`src/hdl/rfad_pkg.sv`:
```
package rfad_pkg;

  // Default sizes of the register file
  localparam int unsigned NUM_REGS_DEF   = 32;
  localparam int unsigned DATA_WIDTH_DEF = 32;

  // Fixed widths of the channel fields
  localparam int unsigned OP_W        = 3;
  localparam int unsigned IDX_FIELD_W = 5;
  localparam int unsigned VAL_W       = 32;
  localparam int unsigned IDX_SPAN    = 1 << IDX_FIELD_W;

  typedef logic [OP_W-1:0] op_t;

  // Operation codes
  localparam op_t OP_ADD = 3'd0;
  localparam op_t OP_SUB = 3'd1;
  localparam op_t OP_MUL = 3'd2;
  localparam op_t OP_DIV = 3'd3;
  localparam op_t OP_MOD = 3'd4;
  localparam op_t OP_LDI = 3'd5;

  // Command from the sequencer to the serial ALU
  typedef struct packed {
    logic start;
    op_t  op;
  } alu_cmd_t;

endpackage

```
`src/hdl/rfad_ifs.sv`:
```
// Instruction channel
interface rfad_req_if;
  logic                                   valid;
  logic                                   ready;
  logic [rfad_pkg::OP_W-1:0]              req_type;
  logic [rfad_pkg::IDX_FIELD_W-1:0]       dest_index;
  logic [rfad_pkg::IDX_FIELD_W-1:0]       src_a_index;
  logic [rfad_pkg::IDX_FIELD_W-1:0]       src_b_index;
  logic signed [rfad_pkg::VAL_W-1:0]      immediate_value;

  modport source (
    output valid, req_type, dest_index, src_a_index, src_b_index, immediate_value,
    input  ready
  );
  modport sink (
    input  valid, req_type, dest_index, src_a_index, src_b_index, immediate_value,
    output ready
  );
endinterface

// Result channel
interface rfad_rsp_if;
  logic                                   valid;
  logic                                   ready;
  logic [rfad_pkg::IDX_FIELD_W-1:0]       written_index;
  logic signed [rfad_pkg::VAL_W-1:0]      written_value;
  logic                                   write_done;
  logic                                   div_by_zero;

  modport source (
    output valid, written_index, written_value, write_done, div_by_zero,
    input  ready
  );
  modport sink (
    input  valid, written_index, written_value, write_done, div_by_zero,
    output ready
  );
endinterface

```
`src/hdl/register_file_alu_div_mod_unit.sv`:
```
// Three-operand integer ALU over a register file of NUM_REGS signed words.
// req carries one instruction per transfer: req_type, dest_index,
// src_a_index, src_b_index and immediate_value (load immediate only).
// rsp carries one result per instruction: the target index, the target's
// value after the instruction, whether it was written and a divide-by-zero
// flag. Indices are reduced modulo NUM_REGS.
// One instruction is in flight at a time. After the transfer the sequencer
// reads source a, source b and then the target from the single read port;
// add, sub, mul, div and mod then run in the serial ALU, one bit per cycle,
// followed by a write-back state. Load immediate, a zero divisor and unused
// codes skip the ALU and go straight to write-back.
// A new instruction is taken only once the sequencer is idle again, after
// the write-back of the previous one.
// A finished result waits in an output register, so the next instruction is
// taken while it is not yet collected; write-back of the one after stalls
// until rsp takes the waiting result.
// Reset (rst, synchronous) empties the output register and marks every
// register entry invalid; invalid entries read as zero, so the file reads
// all zeros right after reset with no clearing pass.
module register_file_alu_div_mod_unit #(
  parameter int unsigned NUM_REGS   = rfad_pkg::NUM_REGS_DEF,
  parameter int unsigned DATA_WIDTH = rfad_pkg::DATA_WIDTH_DEF
) (
  input  logic              clk,
  input  logic              rst,
  rfad_req_if.sink          req,
  rfad_rsp_if.source        rsp
);

  localparam int unsigned IDX_W = $clog2(NUM_REGS);

  localparam logic [2:0] S_IDLE = 3'd0;
  localparam logic [2:0] S_RA   = 3'd1;
  localparam logic [2:0] S_RB   = 3'd2;
  localparam logic [2:0] S_RD   = 3'd3;
  localparam logic [2:0] S_EV   = 3'd4;
  localparam logic [2:0] S_RUN  = 3'd5;
  localparam logic [2:0] S_WB   = 3'd6;

  logic [2:0]                   state;
  rfad_pkg::op_t                op_q;
  logic [IDX_W-1:0]             dst_q, sa_q, sb_q;
  logic signed [rfad_pkg::VAL_W-1:0] imm_q;
  logic signed [DATA_WIDTH-1:0] opa, opb, res;
  logic                         wr_q, dz_q;
  logic [NUM_REGS-1:0]          valid;
  logic                         rd_vld;

  logic [IDX_W-1:0]             idx_map [rfad_pkg::IDX_SPAN];
  logic [IDX_W-1:0]             raddr;
  logic [DATA_WIDTH-1:0]        rdata, rword;
  logic                         ram_we;
  logic                         accept, can_load, out_take;
  rfad_pkg::alu_cmd_t           alu_cmd;
  logic                         alu_done;
  logic signed [DATA_WIDTH-1:0] alu_result;
  logic                         is_alu_op, is_div_op;

  logic                              out_full;
  logic [rfad_pkg::IDX_FIELD_W-1:0]  out_idx;
  logic signed [rfad_pkg::VAL_W-1:0] out_val;
  logic                              out_wr, out_dz;

  // Index reduction table, folded at elaboration
  for (genvar i = 0; i < rfad_pkg::IDX_SPAN; i++) begin : g_idx
    localparam int unsigned RED = i % NUM_REGS;
    assign idx_map[i] = IDX_W'(RED);
  end

  assign accept    = req.valid && req.ready;
  assign req.ready = (state == S_IDLE);
  assign out_take  = out_full && rsp.ready;
  assign can_load  = !out_full || rsp.ready;

  // Read address follows the read sequence: source a, source b, target
  always_comb begin
    unique case (state)
      S_RA:    raddr = sa_q;
      S_RB:    raddr = sb_q;
      default: raddr = dst_q;
    endcase
  end

  assign rword  = rd_vld ? rdata : '0;
  assign ram_we = (state == S_WB) && wr_q && can_load;

  assign is_div_op = (op_q == rfad_pkg::OP_DIV) || (op_q == rfad_pkg::OP_MOD);
  assign is_alu_op = (op_q == rfad_pkg::OP_ADD) || (op_q == rfad_pkg::OP_SUB) ||
                     (op_q == rfad_pkg::OP_MUL) || (is_div_op && (opb != '0));

  assign alu_cmd.start = (state == S_EV) && is_alu_op;
  assign alu_cmd.op    = op_q;

  rfad_ram #(
    .WIDTH (DATA_WIDTH),
    .DEPTH (NUM_REGS)
  ) u_ram (
    .clk   (clk),
    .we    (ram_we),
    .waddr (dst_q),
    .wdata (res),
    .raddr (raddr),
    .rdata (rdata)
  );

  rfad_serial_alu #(
    .DATA_WIDTH (DATA_WIDTH)
  ) u_alu (
    .clk    (clk),
    .rst    (rst),
    .cmd    (alu_cmd),
    .a      (opa),
    .b      (opb),
    .done   (alu_done),
    .result (alu_result)
  );

  // Sequencer and entry valid bits
  always_ff @(posedge clk) begin
    if (rst) begin
      state <= S_IDLE;
      valid <= '0;
    end else begin
      unique case (state)
        S_IDLE: begin
          if (accept) begin
            state <= S_RA;
          end
        end
        S_RA:  state <= S_RB;
        S_RB:  state <= S_RD;
        S_RD:  state <= S_EV;
        S_EV:  state <= is_alu_op ? S_RUN : S_WB;
        S_RUN: begin
          if (alu_done) begin
            state <= S_WB;
          end
        end
        S_WB: begin
          if (can_load) begin
            state <= S_IDLE;
          end
        end
        default: state <= S_IDLE;
      endcase
      if (ram_we) begin
        valid[dst_q] <= 1'b1;
      end
    end
  end

  // Instruction fields, operands and result
  always_ff @(posedge clk) begin
    rd_vld <= valid[raddr];
    if (accept) begin
      op_q  <= req.req_type;
      dst_q <= idx_map[req.dest_index];
      sa_q  <= idx_map[req.src_a_index];
      sb_q  <= idx_map[req.src_b_index];
      imm_q <= req.immediate_value;
    end
    unique case (state)
      S_RB: opa <= rword;
      S_RD: opb <= rword;
      S_EV: begin
        // rword is the target's current value here
        dz_q <= is_div_op && (opb == '0);
        wr_q <= is_alu_op || (op_q == rfad_pkg::OP_LDI);
        if (op_q == rfad_pkg::OP_LDI) begin
          res <= DATA_WIDTH'(imm_q);
        end else begin
          res <= rword;
        end
      end
      S_RUN: begin
        if (alu_done) begin
          res <= alu_result;
        end
      end
      default: ;
    endcase
  end

  // Output register
  always_ff @(posedge clk) begin
    if (rst) begin
      out_full <= 1'b0;
    end else if ((state == S_WB) && can_load) begin
      out_full <= 1'b1;
    end else if (out_take) begin
      out_full <= 1'b0;
    end
  end

  always_ff @(posedge clk) begin
    if ((state == S_WB) && can_load) begin
      out_idx <= rfad_pkg::IDX_FIELD_W'(dst_q);
      out_val <= rfad_pkg::VAL_W'(res);
      out_wr  <= wr_q;
      out_dz  <= dz_q;
    end
  end

  assign rsp.valid         = out_full;
  assign rsp.written_index = out_idx;
  assign rsp.written_value = out_val;
  assign rsp.write_done    = out_wr;
  assign rsp.div_by_zero   = out_dz;

endmodule

```
`src/hdl/rfad_ram.sv`:
```
// Generic RAM: one write port, one read port, registered read data
module rfad_ram #(
  parameter int unsigned WIDTH = rfad_pkg::DATA_WIDTH_DEF,
  parameter int unsigned DEPTH = rfad_pkg::NUM_REGS_DEF
) (
  input  logic                     clk,
  input  logic                     we,
  input  logic [$clog2(DEPTH)-1:0] waddr,
  input  logic [WIDTH-1:0]         wdata,
  input  logic [$clog2(DEPTH)-1:0] raddr,
  output logic [WIDTH-1:0]         rdata
);

  logic [WIDTH-1:0] mem [DEPTH];

  always_ff @(posedge clk) begin
    if (we) begin
      mem[waddr] <= wdata;
    end
    rdata <= mem[raddr];
  end

endmodule

```
`src/hdl/rfad_serial_alu.sv`:
```
// Serial ALU: add/sub one bit per cycle, shift-add multiply and restoring
// divide one bit per cycle, then a sign fixup step.
// a and b must stay stable from start until done.
module rfad_serial_alu #(
  parameter int unsigned DATA_WIDTH = rfad_pkg::DATA_WIDTH_DEF
) (
  input  logic                         clk,
  input  logic                         rst,
  input  rfad_pkg::alu_cmd_t           cmd,
  input  logic signed [DATA_WIDTH-1:0] a,
  input  logic signed [DATA_WIDTH-1:0] b,
  output logic                         done,
  output logic signed [DATA_WIDTH-1:0] result
);

  localparam int unsigned CNT_W = $clog2(DATA_WIDTH + 1);

  localparam logic [1:0] A_IDLE = 2'd0;
  localparam logic [1:0] A_RUN  = 2'd1;
  localparam logic [1:0] A_FIN  = 2'd2;

  logic [1:0]            state;
  rfad_pkg::op_t         op;
  logic [CNT_W-1:0]      cnt;
  logic [DATA_WIDTH-1:0] x;
  logic [DATA_WIDTH-1:0] y;
  logic [DATA_WIDTH-1:0] acc;
  logic                  carry;
  logic                  neg_q;
  logic                  neg_a;

  logic                  na, nb;
  logic [DATA_WIDTH-1:0] a_u, b_u, ma, mb;
  logic                  sbit, cnext;
  logic [DATA_WIDTH-1:0] prod_sum;
  logic [DATA_WIDTH:0]   shifted, trial;
  logic [DATA_WIDTH-1:0] quo_fix, mod_fix;

  // Operand magnitudes for the divider
  assign a_u = a;
  assign b_u = b;
  assign na  = a[DATA_WIDTH-1];
  assign nb  = b[DATA_WIDTH-1];
  assign ma  = na ? (~a_u + 1'b1) : a_u;
  assign mb  = nb ? (~b_u + 1'b1) : b_u;

  // One bit of the serial adder
  assign sbit  = x[0] ^ y[0] ^ carry;
  assign cnext = (x[0] & y[0]) | (carry & (x[0] ^ y[0]));

  // One partial product
  assign prod_sum = acc + (y[0] ? x : '0);

  // One restoring divide step: remainder in acc, quotient shifts into x
  assign shifted = {acc, x[DATA_WIDTH-1]};
  assign trial   = shifted - {1'b0, y};

  // Sign fixup
  assign quo_fix = neg_q ? (~x + 1'b1) : x;
  assign mod_fix = (neg_a && (acc != '0)) ? (b_u - acc) : acc;

  // Control
  always_ff @(posedge clk) begin
    if (rst) begin
      state <= A_IDLE;
      done  <= 1'b0;
    end else begin
      done <= 1'b0;
      unique case (state)
        A_IDLE: begin
          if (cmd.start) begin
            state <= A_RUN;
          end
        end
        A_RUN: begin
          if (cnt == CNT_W'(1)) begin
            state <= A_FIN;
          end
        end
        A_FIN: begin
          done  <= 1'b1;
          state <= A_IDLE;
        end
        default: state <= A_IDLE;
      endcase
    end
  end

  // Datapath
  always_ff @(posedge clk) begin
    unique case (state)
      A_IDLE: begin
        if (cmd.start) begin
          op    <= cmd.op;
          cnt   <= CNT_W'(DATA_WIDTH);
          neg_q <= na ^ nb;
          neg_a <= na;
          carry <= (cmd.op == rfad_pkg::OP_SUB);
          acc   <= '0;
          if (cmd.op == rfad_pkg::OP_DIV || cmd.op == rfad_pkg::OP_MOD) begin
            x <= ma;
            y <= mb;
          end else if (cmd.op == rfad_pkg::OP_SUB) begin
            x <= a_u;
            y <= ~b_u;
          end else begin
            x <= a_u;
            y <= b_u;
          end
        end
      end
      A_RUN: begin
        cnt <= cnt - 1'b1;
        unique case (op)
          rfad_pkg::OP_ADD, rfad_pkg::OP_SUB: begin
            x     <= {sbit, x[DATA_WIDTH-1:1]};
            y     <= y >> 1;
            carry <= cnext;
          end
          rfad_pkg::OP_MUL: begin
            acc <= prod_sum;
            x   <= x << 1;
            y   <= y >> 1;
          end
          rfad_pkg::OP_DIV, rfad_pkg::OP_MOD: begin
            if (!trial[DATA_WIDTH]) begin
              acc <= trial[DATA_WIDTH-1:0];
              x   <= {x[DATA_WIDTH-2:0], 1'b1};
            end else begin
              acc <= shifted[DATA_WIDTH-1:0];
              x   <= {x[DATA_WIDTH-2:0], 1'b0};
            end
          end
          default: ;
        endcase
      end
      A_FIN: begin
        unique case (op)
          rfad_pkg::OP_MUL: result <= acc;
          rfad_pkg::OP_DIV: result <= quo_fix;
          rfad_pkg::OP_MOD: result <= mod_fix;
          default:          result <= x;
        endcase
      end
      default: ;
    endcase
  end

endmodule
```
`src/flat_wrapper.sv`:
```
// flat-port wrapper written by rule: the top's interface ports become plain ports
module register_file_alu_div_mod_unit_flat 
#(
  parameter int unsigned NUM_REGS   = rfad_pkg::NUM_REGS_DEF,
  parameter int unsigned DATA_WIDTH = rfad_pkg::DATA_WIDTH_DEF
)
  (clk, rst, req_valid, req_req_type, req_dest_index, req_src_a_index, req_src_b_index, req_immediate_value, req_ready, rsp_valid, rsp_written_index, rsp_written_value, rsp_write_done, rsp_div_by_zero, rsp_ready);
  rfad_req_if req_i ();
  rfad_rsp_if rsp_i ();
  input  logic clk;
  input  logic rst;
  input wire logic [$bits(req_i.valid)-1:0] req_valid;
  input wire logic [$bits(req_i.req_type)-1:0] req_req_type;
  input wire logic [$bits(req_i.dest_index)-1:0] req_dest_index;
  input wire logic [$bits(req_i.src_a_index)-1:0] req_src_a_index;
  input wire logic [$bits(req_i.src_b_index)-1:0] req_src_b_index;
  input wire logic [$bits(req_i.immediate_value)-1:0] req_immediate_value;
  output wire logic [$bits(req_i.ready)-1:0] req_ready;
  output wire logic [$bits(rsp_i.valid)-1:0] rsp_valid;
  output wire logic [$bits(rsp_i.written_index)-1:0] rsp_written_index;
  output wire logic [$bits(rsp_i.written_value)-1:0] rsp_written_value;
  output wire logic [$bits(rsp_i.write_done)-1:0] rsp_write_done;
  output wire logic [$bits(rsp_i.div_by_zero)-1:0] rsp_div_by_zero;
  input wire logic [$bits(rsp_i.ready)-1:0] rsp_ready;
  assign req_i.valid = req_valid;
  assign req_i.req_type = req_req_type;
  assign req_i.dest_index = req_dest_index;
  assign req_i.src_a_index = req_src_a_index;
  assign req_i.src_b_index = req_src_b_index;
  assign req_i.immediate_value = req_immediate_value;
  assign req_ready = req_i.ready;
  assign rsp_valid = rsp_i.valid;
  assign rsp_written_index = rsp_i.written_index;
  assign rsp_written_value = rsp_i.written_value;
  assign rsp_write_done = rsp_i.write_done;
  assign rsp_div_by_zero = rsp_i.div_by_zero;
  assign rsp_i.ready = rsp_ready;
  register_file_alu_div_mod_unit #(.NUM_REGS(NUM_REGS), .DATA_WIDTH(DATA_WIDTH)) u_core (.clk(clk), .rst(rst), .req(req_i), .rsp(rsp_i));
endmodule
```
`config.mk`:
```
export PLATFORM = sky130hd
export DESIGN_NAME = register_file_alu_div_mod_unit_flat
export DESIGN_NICKNAME = d
export VERILOG_FILES = /design/src/hdl/rfad_pkg.sv /design/src/hdl/rfad_ifs.sv /design/src/hdl/register_file_alu_div_mod_unit.sv /design/src/hdl/rfad_ram.sv /design/src/hdl/rfad_serial_alu.sv /design/src/flat_wrapper.sv
export SDC_FILE = /design/constraint.sdc
export NUM_CORES = 2
export LEC_CHECK = 0
export ABC_AREA = 1
export BUFFER_PORTS_ARGS = -buffer_cell sky130_fd_sc_hd__buf_4
export CORE_MARGIN = 10
export CORE_UTILIZATION = 45
export DETAILED_ROUTE_END_ITERATION = 6
export SYNTH_ARGS = -nofsm -noshare
export SYNTH_HDL_FRONTEND = slang
export SYNTH_SLANG_ARGS = --single-unit
```
`constraint.sdc`:
```
create_clock -name clk -period 5.9 [get_ports clk]
set_clock_uncertainty 0.15 [all_clocks]
set_input_delay 0.295 -clock clk [delete_from_list [all_inputs] [get_ports clk]]
set_output_delay 0.295 -clock clk [all_outputs]
set_load 0.05 [all_outputs]
```
==> After elaboration in Yosys (flattened, before gate mapping) <==
Memories as Yosys holds them, arrays and structs flattened. A register that Yosys moved wholly into a read port is not among the register bits.
Cells that the tools add are included.
{ "word_totals": {"n_memories": 4, "ram_bits": 1024, "out_inout_bits": 41, "wordCells": 166, "ff_bits": 352, "in_bits": 54, "romBits": 480} }
{ "memory_table": {"columns": ["name", "depth", "word_bits", "rd", "rd_clocked_by_memory_dff", "wr", "line", "text"], "rows": [
  ["u_core.u_ram.mem", 32, 32, 1, 1, 1, "rfad_ram.sv:14", "logic [WIDTH-1:0] mem [DEPTH];"],
  ["(name not given)", 32, 5, 1, 1, 0, "register_file_alu_div_mod_unit.sv:157", "dst_q <= idx_map[req.dest_index];"],
  ["(name not given)", 32, 5, 1, 1, 0, "register_file_alu_div_mod_unit.sv:158", "sa_q <= idx_map[req.src_a_index];"],
  ["(name not given)", 32, 5, 1, 1, 0, "register_file_alu_div_mod_unit.sv:159", "sb_q <= idx_map[req.src_b_index];"]
]} }
{ "classes": {"muxes": 47, "n_bitwise": 13, "order_cmp": 3, "eq_ne": 27, "n_addsub": 7, "reduce_logical": 39} }
{ "ops": {"columns": ["op", "count"], "rows": [
  ["$mux W32", 16],
  ["$pmux W32 S2", 5],
  ["$pmux W32 S3", 2],
  ["$add A32 B1 Y32 const B", 3],
  ["$not A32 Y32", 3],
  ["$reduce_bool A32 Y1", 2],
  ["$sub A33 B32 Y33", 1],
  ["$add A32 B32 Y32", 1],
  ["$logic_not A32 Y1", 1],
  ["$or A32 B32 Y32", 1],
  ["$sub A32 B32 Y32", 1],
  ["$pmux W3 S7", 1],
  ["$eq A3 B2 Y1 const B", 6],
  ["$eq A3 B3 Y1 const B", 6],
  ["$not A5 Y6", 3],
  ["$reduce_and A3 Y1", 5],
  ["$lt A5 B6 Y1 const B", 2],
  ["$pmux W6 S2", 1],
  ["$logic_and A1 B1 Y1", 10],
  ["$mux W1", 10],
  ["$pmux W5 S2", 1],
  ["$eq A3 B1 Y1 const B", 3],
  ["$logic_not A3 Y1", 3],
  ["$mux W3", 3],
  ["25 further kinds", 46]
]} }

==> Longest topological paths before layout <==
{ "logic_depth": {"ltp_word": 7, "mapped_depth": 19} }

==> Cells and area by module <==
From an unflattened synthesis, not the netlist that was laid out.
{ "unflattened": {"cells_unflattened": 6989, "hier_area_um2": 67810.0} }
{ "modules_own_cells": {"columns": ["mod", "cells_per_inst", "instances", "area_per_inst_um2"], "rows": [
  ["rfad_ram", 3536, 1, 42405.7],
  ["rfad_serial_alu", 2713, 1, 16752.3],
  ["register_file_alu_div_mod_unit", 740, 1, 8652.0]
]} }

==> Worst setup path after synthesis <==
Ideal clock, no wire load.
{ "synth_timing": {"kind": "reg2reg", "startpoint": "register u_core.state[0]", "endpoint": "memory u_core.u_ram.mem[16][0] (netlist bit), enable pin", "setup_slack_ns": 1.051, "t_arrival_ns": 4.276, "path_stages_with_launch": 9, "required_time_ns": 5.327, "cell_sequence": "dfxtp_1 buf_4 nor3_1 inv_1 nor2_1 nand2_1 inv_1 nand4_1 nor2_1"} }
{ "synth_via": {"elab_chain_len": 5} }
{ "synth_rtl": {"columns": ["element", "line", "text"], "rows": [
  ["start, declared", "register_file_alu_div_mod_unit.sv:40", "logic [2:0] state;"],
  ["start signal, assigned", "register_file_alu_div_mod_unit.sv:133", "S_EV: state <= is_alu_op ? S_RUN : S_WB;"],
  ["$eq A3 B3 Y1", "register_file_alu_div_mod_unit.sv:85", "assign ram_we = (state == S_WB) && wr_q && can_load;"],
  ["$logic_and A1 B1 Y1 (2 in a row)", "register_file_alu_div_mod_unit.sv:85", null],
  ["$mux W1", "rfad_ram.sv:17", "if (we) begin"],
  ["$mux W1 (not written as such)", "rfad_ram.sv:18", "mem[waddr] <= wdata;"],
  ["end, declared", "rfad_ram.sv:14", null]
]} }
No other way between the ends.

==> Worst setup path after layout <==
{ "layout_timing": {"startpoint": "register u_core.state[0]", "endpoint": "register u_core.u_ram.rdata[31], read port of u_core.u_ram.mem"} }
{ "layout_via": {"elab_chain_len": 2} }
{ "layout_rtl": {"columns": ["element", "line", "text"], "rows": [
  ["$eq A3 B2 Y1 / $eq A3 B1 Y1 (equally long branches)", "register_file_alu_div_mod_unit.sv:77", "unique case (state)"],
  ["$pmux W5 S2 *", "register_file_alu_div_mod_unit.sv:77", null],
  ["end, declared", "rfad_ram.sv:11", "output logic [WIDTH-1:0] rdata"]
]} }
Every way passes the cells marked *; elsewhere a longest branch is shown, timed or not.
A chain may end at the register's enable or synchronous reset.

==> results_dict.tcl <==
set metrics [dict create \
    gp_congestion 0.9821 \
    seq_area_frac_synth_pct 59.28 \
    dr.pass1.iters 6 \
    rsz0062_at_grt "no" \
    synthMostInstantiatedCell "nand2_1" \
    synth_top_area_share_pct 57.25 \
    maxCapViolCount 0 \
    cts-root-buf "clkbuf_16" \
    p_leak_nw 33.50 \
    grt_use_met3_pct 3.427 \
    period_minus_slack_ps 4021 \
    final_cell_area_um2 79270 \
    crit_arrival_ps 4540 \
    setup_viol 0 \
    post_cts.repair.setup_buffers 0 \
    insertion_delay_ps 790 \
    end_kind "register" \
    routedWlPerCell_um 24.15 \
    worstMarginPinSlew_ps 1322 \
    crit_top_cell "nand2_1" \
    critPathLaunchType "register" \
    drt_iter0_drc 6103 \
    ys_ff_latch 1423 \
    path_clk_slew_ps 60 \
    grt.overflow.total 0 \
    crit_family "buffers and inverters" \
    synth_area_leaders "edfxtp_1 (57%), nand2_1 (9.6%), inv_1 (7.1%), nand3_1 (7.0%), nand4_1 (3.3%)" \
    syn2layout_area_growth_pct 11.85 \
    power.density_nw_per_um2 489.4 \
    peakVddDrop_uv 741.6 \
    grt_first_pass_wirelength_um 347700 \
    ff2ff_setup_slack_ps 1880 \
    critical_path.slowest_cell "inv_2" \
    netlist_area_um2 70870 \
    swShare_pct 42.78 \
    pwr-share-clk_pct 24.1 \
    final_hold_viol_count 0 \
    grt_util_met1_pct 34.41 \
    synth.avg_cell_area_um2 9.193 \
    internal-power_w 0.02220 \
    fp.dieH_um 416.8 \
    synth_warnings 0 \
    cpPeakStageDelay_ps 680 \
    start_util_pct 45.32 \
    power_w 0.03879 \
    dpl_worst_slack_ps 1868 \
    n_fill_cell 14356 \
    clockBufferDepth 3 \
    nNetsFinal 7906 \
    num_io_pins 95 \
    status "complete, no violations" \
    numCtsBuffers 154 \
    grt.busiest_layer "met2" \
    layout-drive-gt1-share_pct 6.339 \
    switching_power_w 0.01660 \
    synth_edf_count 1351 \
    synth_cell_types 46 \
    row_count 145 \
    critPathKind "reg2reg" \
    drcViolationCount 0 \
    vias 55558 \
    required_ps 6410 \
    cp_num_buf_inv 4 \
    clock.fmax_mhz 248.7 \
    finalWirelength_um 239800 \
    die_w_um 416.8 \
    htree_levels 4 \
    dieArea_um2 173800 \
    portBuffers 94 \
    grt_pass1_vias 51772 \
    yosys.area.top_type "edfxtp_1" \
    grtUsageTotal_pct 26.71 \
    syn_nets 7869 \
    place_hpwl_um 147800 \
    postRouteAntennaNets 0 \
    fin_util_pct 50.69 \
    synth.top_cells.by_count "nand2_1 (1820), edfxtp_1 (1351), inv_1 (1348)" \
    ys.flop_type "edfxtp_1" \
    post-route-period-util_pct 68.16 \
    hold_class "in2reg" \
    fin_setup_tns_ps 0 \
    grt_use_met2_pct 44.02 \
    combPwrFrac_pct 41.4 \
    critPathMaxFanout 83 \
    viasPerCell 5.593 \
    cts_resized 0 \
    core_um2 156400 \
    postPlaceCellArea_um2 73860 \
    synth_cells 7709 \
    async_flop_share_pct 0 \
    clkSinkCount 1423 \
    worst_slack_ps 1879 \
    cts_tree "built" \
    final_max_slew_viol_count 0 \
    power_frac_seq_pct 34.5 \
    relSlewSlack_pct 11.86 \
    antenna_found_initial 4 \
    grt_start_max_net_pins 183 \
    cp_cell_sequence "inv_2, nand3_2, inv_2, nand2_8, nand3_4, buf_12, buf_4, o21ai_0, nand2_1, nand3_1, nand3_1, nand2_1, nand2_1, nand2_1" \
]
-- metal layers --
layer,part of all wire (%),vias up
met5,0.0054,-
met4,5.9,2
met3,7.2,508
met2,47,2433
met1,40,26722
li1,-,25893
-- cells by family after synthesis --
family	count (synthesis)	share of synthesized area, %
AOI/OAI and AO/OA	721	5.560
DFF	1423	59.28
buffers and inverters	1741	9.661
and+or+nand+nor	3659	22.86
adders and majority gates	106	1.914
xor gates and xnor gates	59	0.7292
-- placed cells by master (no fill, tap or decap), types with 20 or more instances in the layout --
cell / synthesis / layout
a21oi_1: 203 / 201
buf_4: 4 / 193
clkbuf_1: 225 / 56
clkbuf_16: 0 / 155
clkinv_2: 0 / 20
dfxtp_1: 72 / 72
dlygate4sd3_1: 0 / 55
edfxtp_1: 1351 / 1351
ha_1: 102 / 102
inv_1: 1348 / 1345
nand2_1: 1820 / 1820
nand3_1: 991 / 990
nand3b_1: 24 / 24
nand4_1: 377 / 377
nor2_1: 361 / 319
nor2_4: 0 / 41
nor3_1: 36 / 36
o211ai_1: 53 / 53
o21ai_0: 385 / 384
xor2_1: 41 / 41
-- worst paths after layout --
kind	depth (start not counted)	from	to
worst min-delay path	2	req_immediate_value[12]	u_core.imm_q[12]$_DFFE_PP_
worst max-delay path	14	u_core.state[0]$_SDFFE_PP0P_	u_core.u_ram.rdata[31]$_DFF_P_
worst max register to register	14	u_core.state[0]$_SDFFE_PP0P_	u_core.u_ram.rdata[31]$_DFF_P_
worst min register to register	2	u_core.valid[19]$_SDFFE_PP0P_	u_core.valid[19]$_SDFFE_PP0P_
-- layout make-up --
cell class,instances,area [um^2],share of cell area [%]
sequential,1423,42010,53.00
multi-input combinational,4545,22410,28.27
inverter,1359,5116,6.454
clock buffer,227,4309,5.436
tap,2058,2575,3.249
timing repair buffer,263,2300,2.901
clock inverter,55,540.5,0.6819
antenna,3,7.507,0.009471
-- what timing repair did --
action,4_1_cts,5_1_grt
hold buffers,55,0
endpoints found under the hold margin,92,0
endpoints found under the setup margin,0,0
-- worst register-to-register path: cells and delay by family, from the launching register on --
| kind | cells | cell delay (ps) |
|---|---|---|
| buffers and inverters | 4 | 1650 |
| AND/OR/NAND/NOR | 9 | 1570 |
| flip-flops | 1 | 380 |
| AO/OA/AOI/OAI | 1 | 150 |
-- metrics by stage --
stage	instances	hold slack [ps]
detailed placement	9593	301.3
global route	9931	63.79
finish	9933	86.00
global placement	9593	296.2
floorplan	7709	243.9
CTS	9930	29.41
-- registers in the layout, summed over array words and instances (netlist names), 6 cells and up --
signal,count
u_core.u_ram.mem,1024
u_core.imm_q,32
u_core.opa,32
u_core.opb,32
u_core.res,32
u_core.rsp.written_value,32
u_core.u_alu.acc,32
u_core.u_alu.result,32
u_core.u_alu.x,32
u_core.u_alu.y,32
u_core.u_ram.rdata,32
u_core.valid,32
u_core.u_alu.cnt,6
-- power by group through the flow --
stage | Clock (W) | Combinational (W) | Sequential (W)
after global placement | 0 | 0.0157 | 0.0136
after floorplan | 0 | 0.0107 | 0.0132
after detailed placement | 0 | 0.0158 | 0.0136
after global routing | 0.00986 | 0.0176 | 0.0134
after CTS | 0.00946 | 0.0159 | 0.0134
final | 0.00935 | 0.0160 | 0.0134
Power figures use the tool's default switching activity.
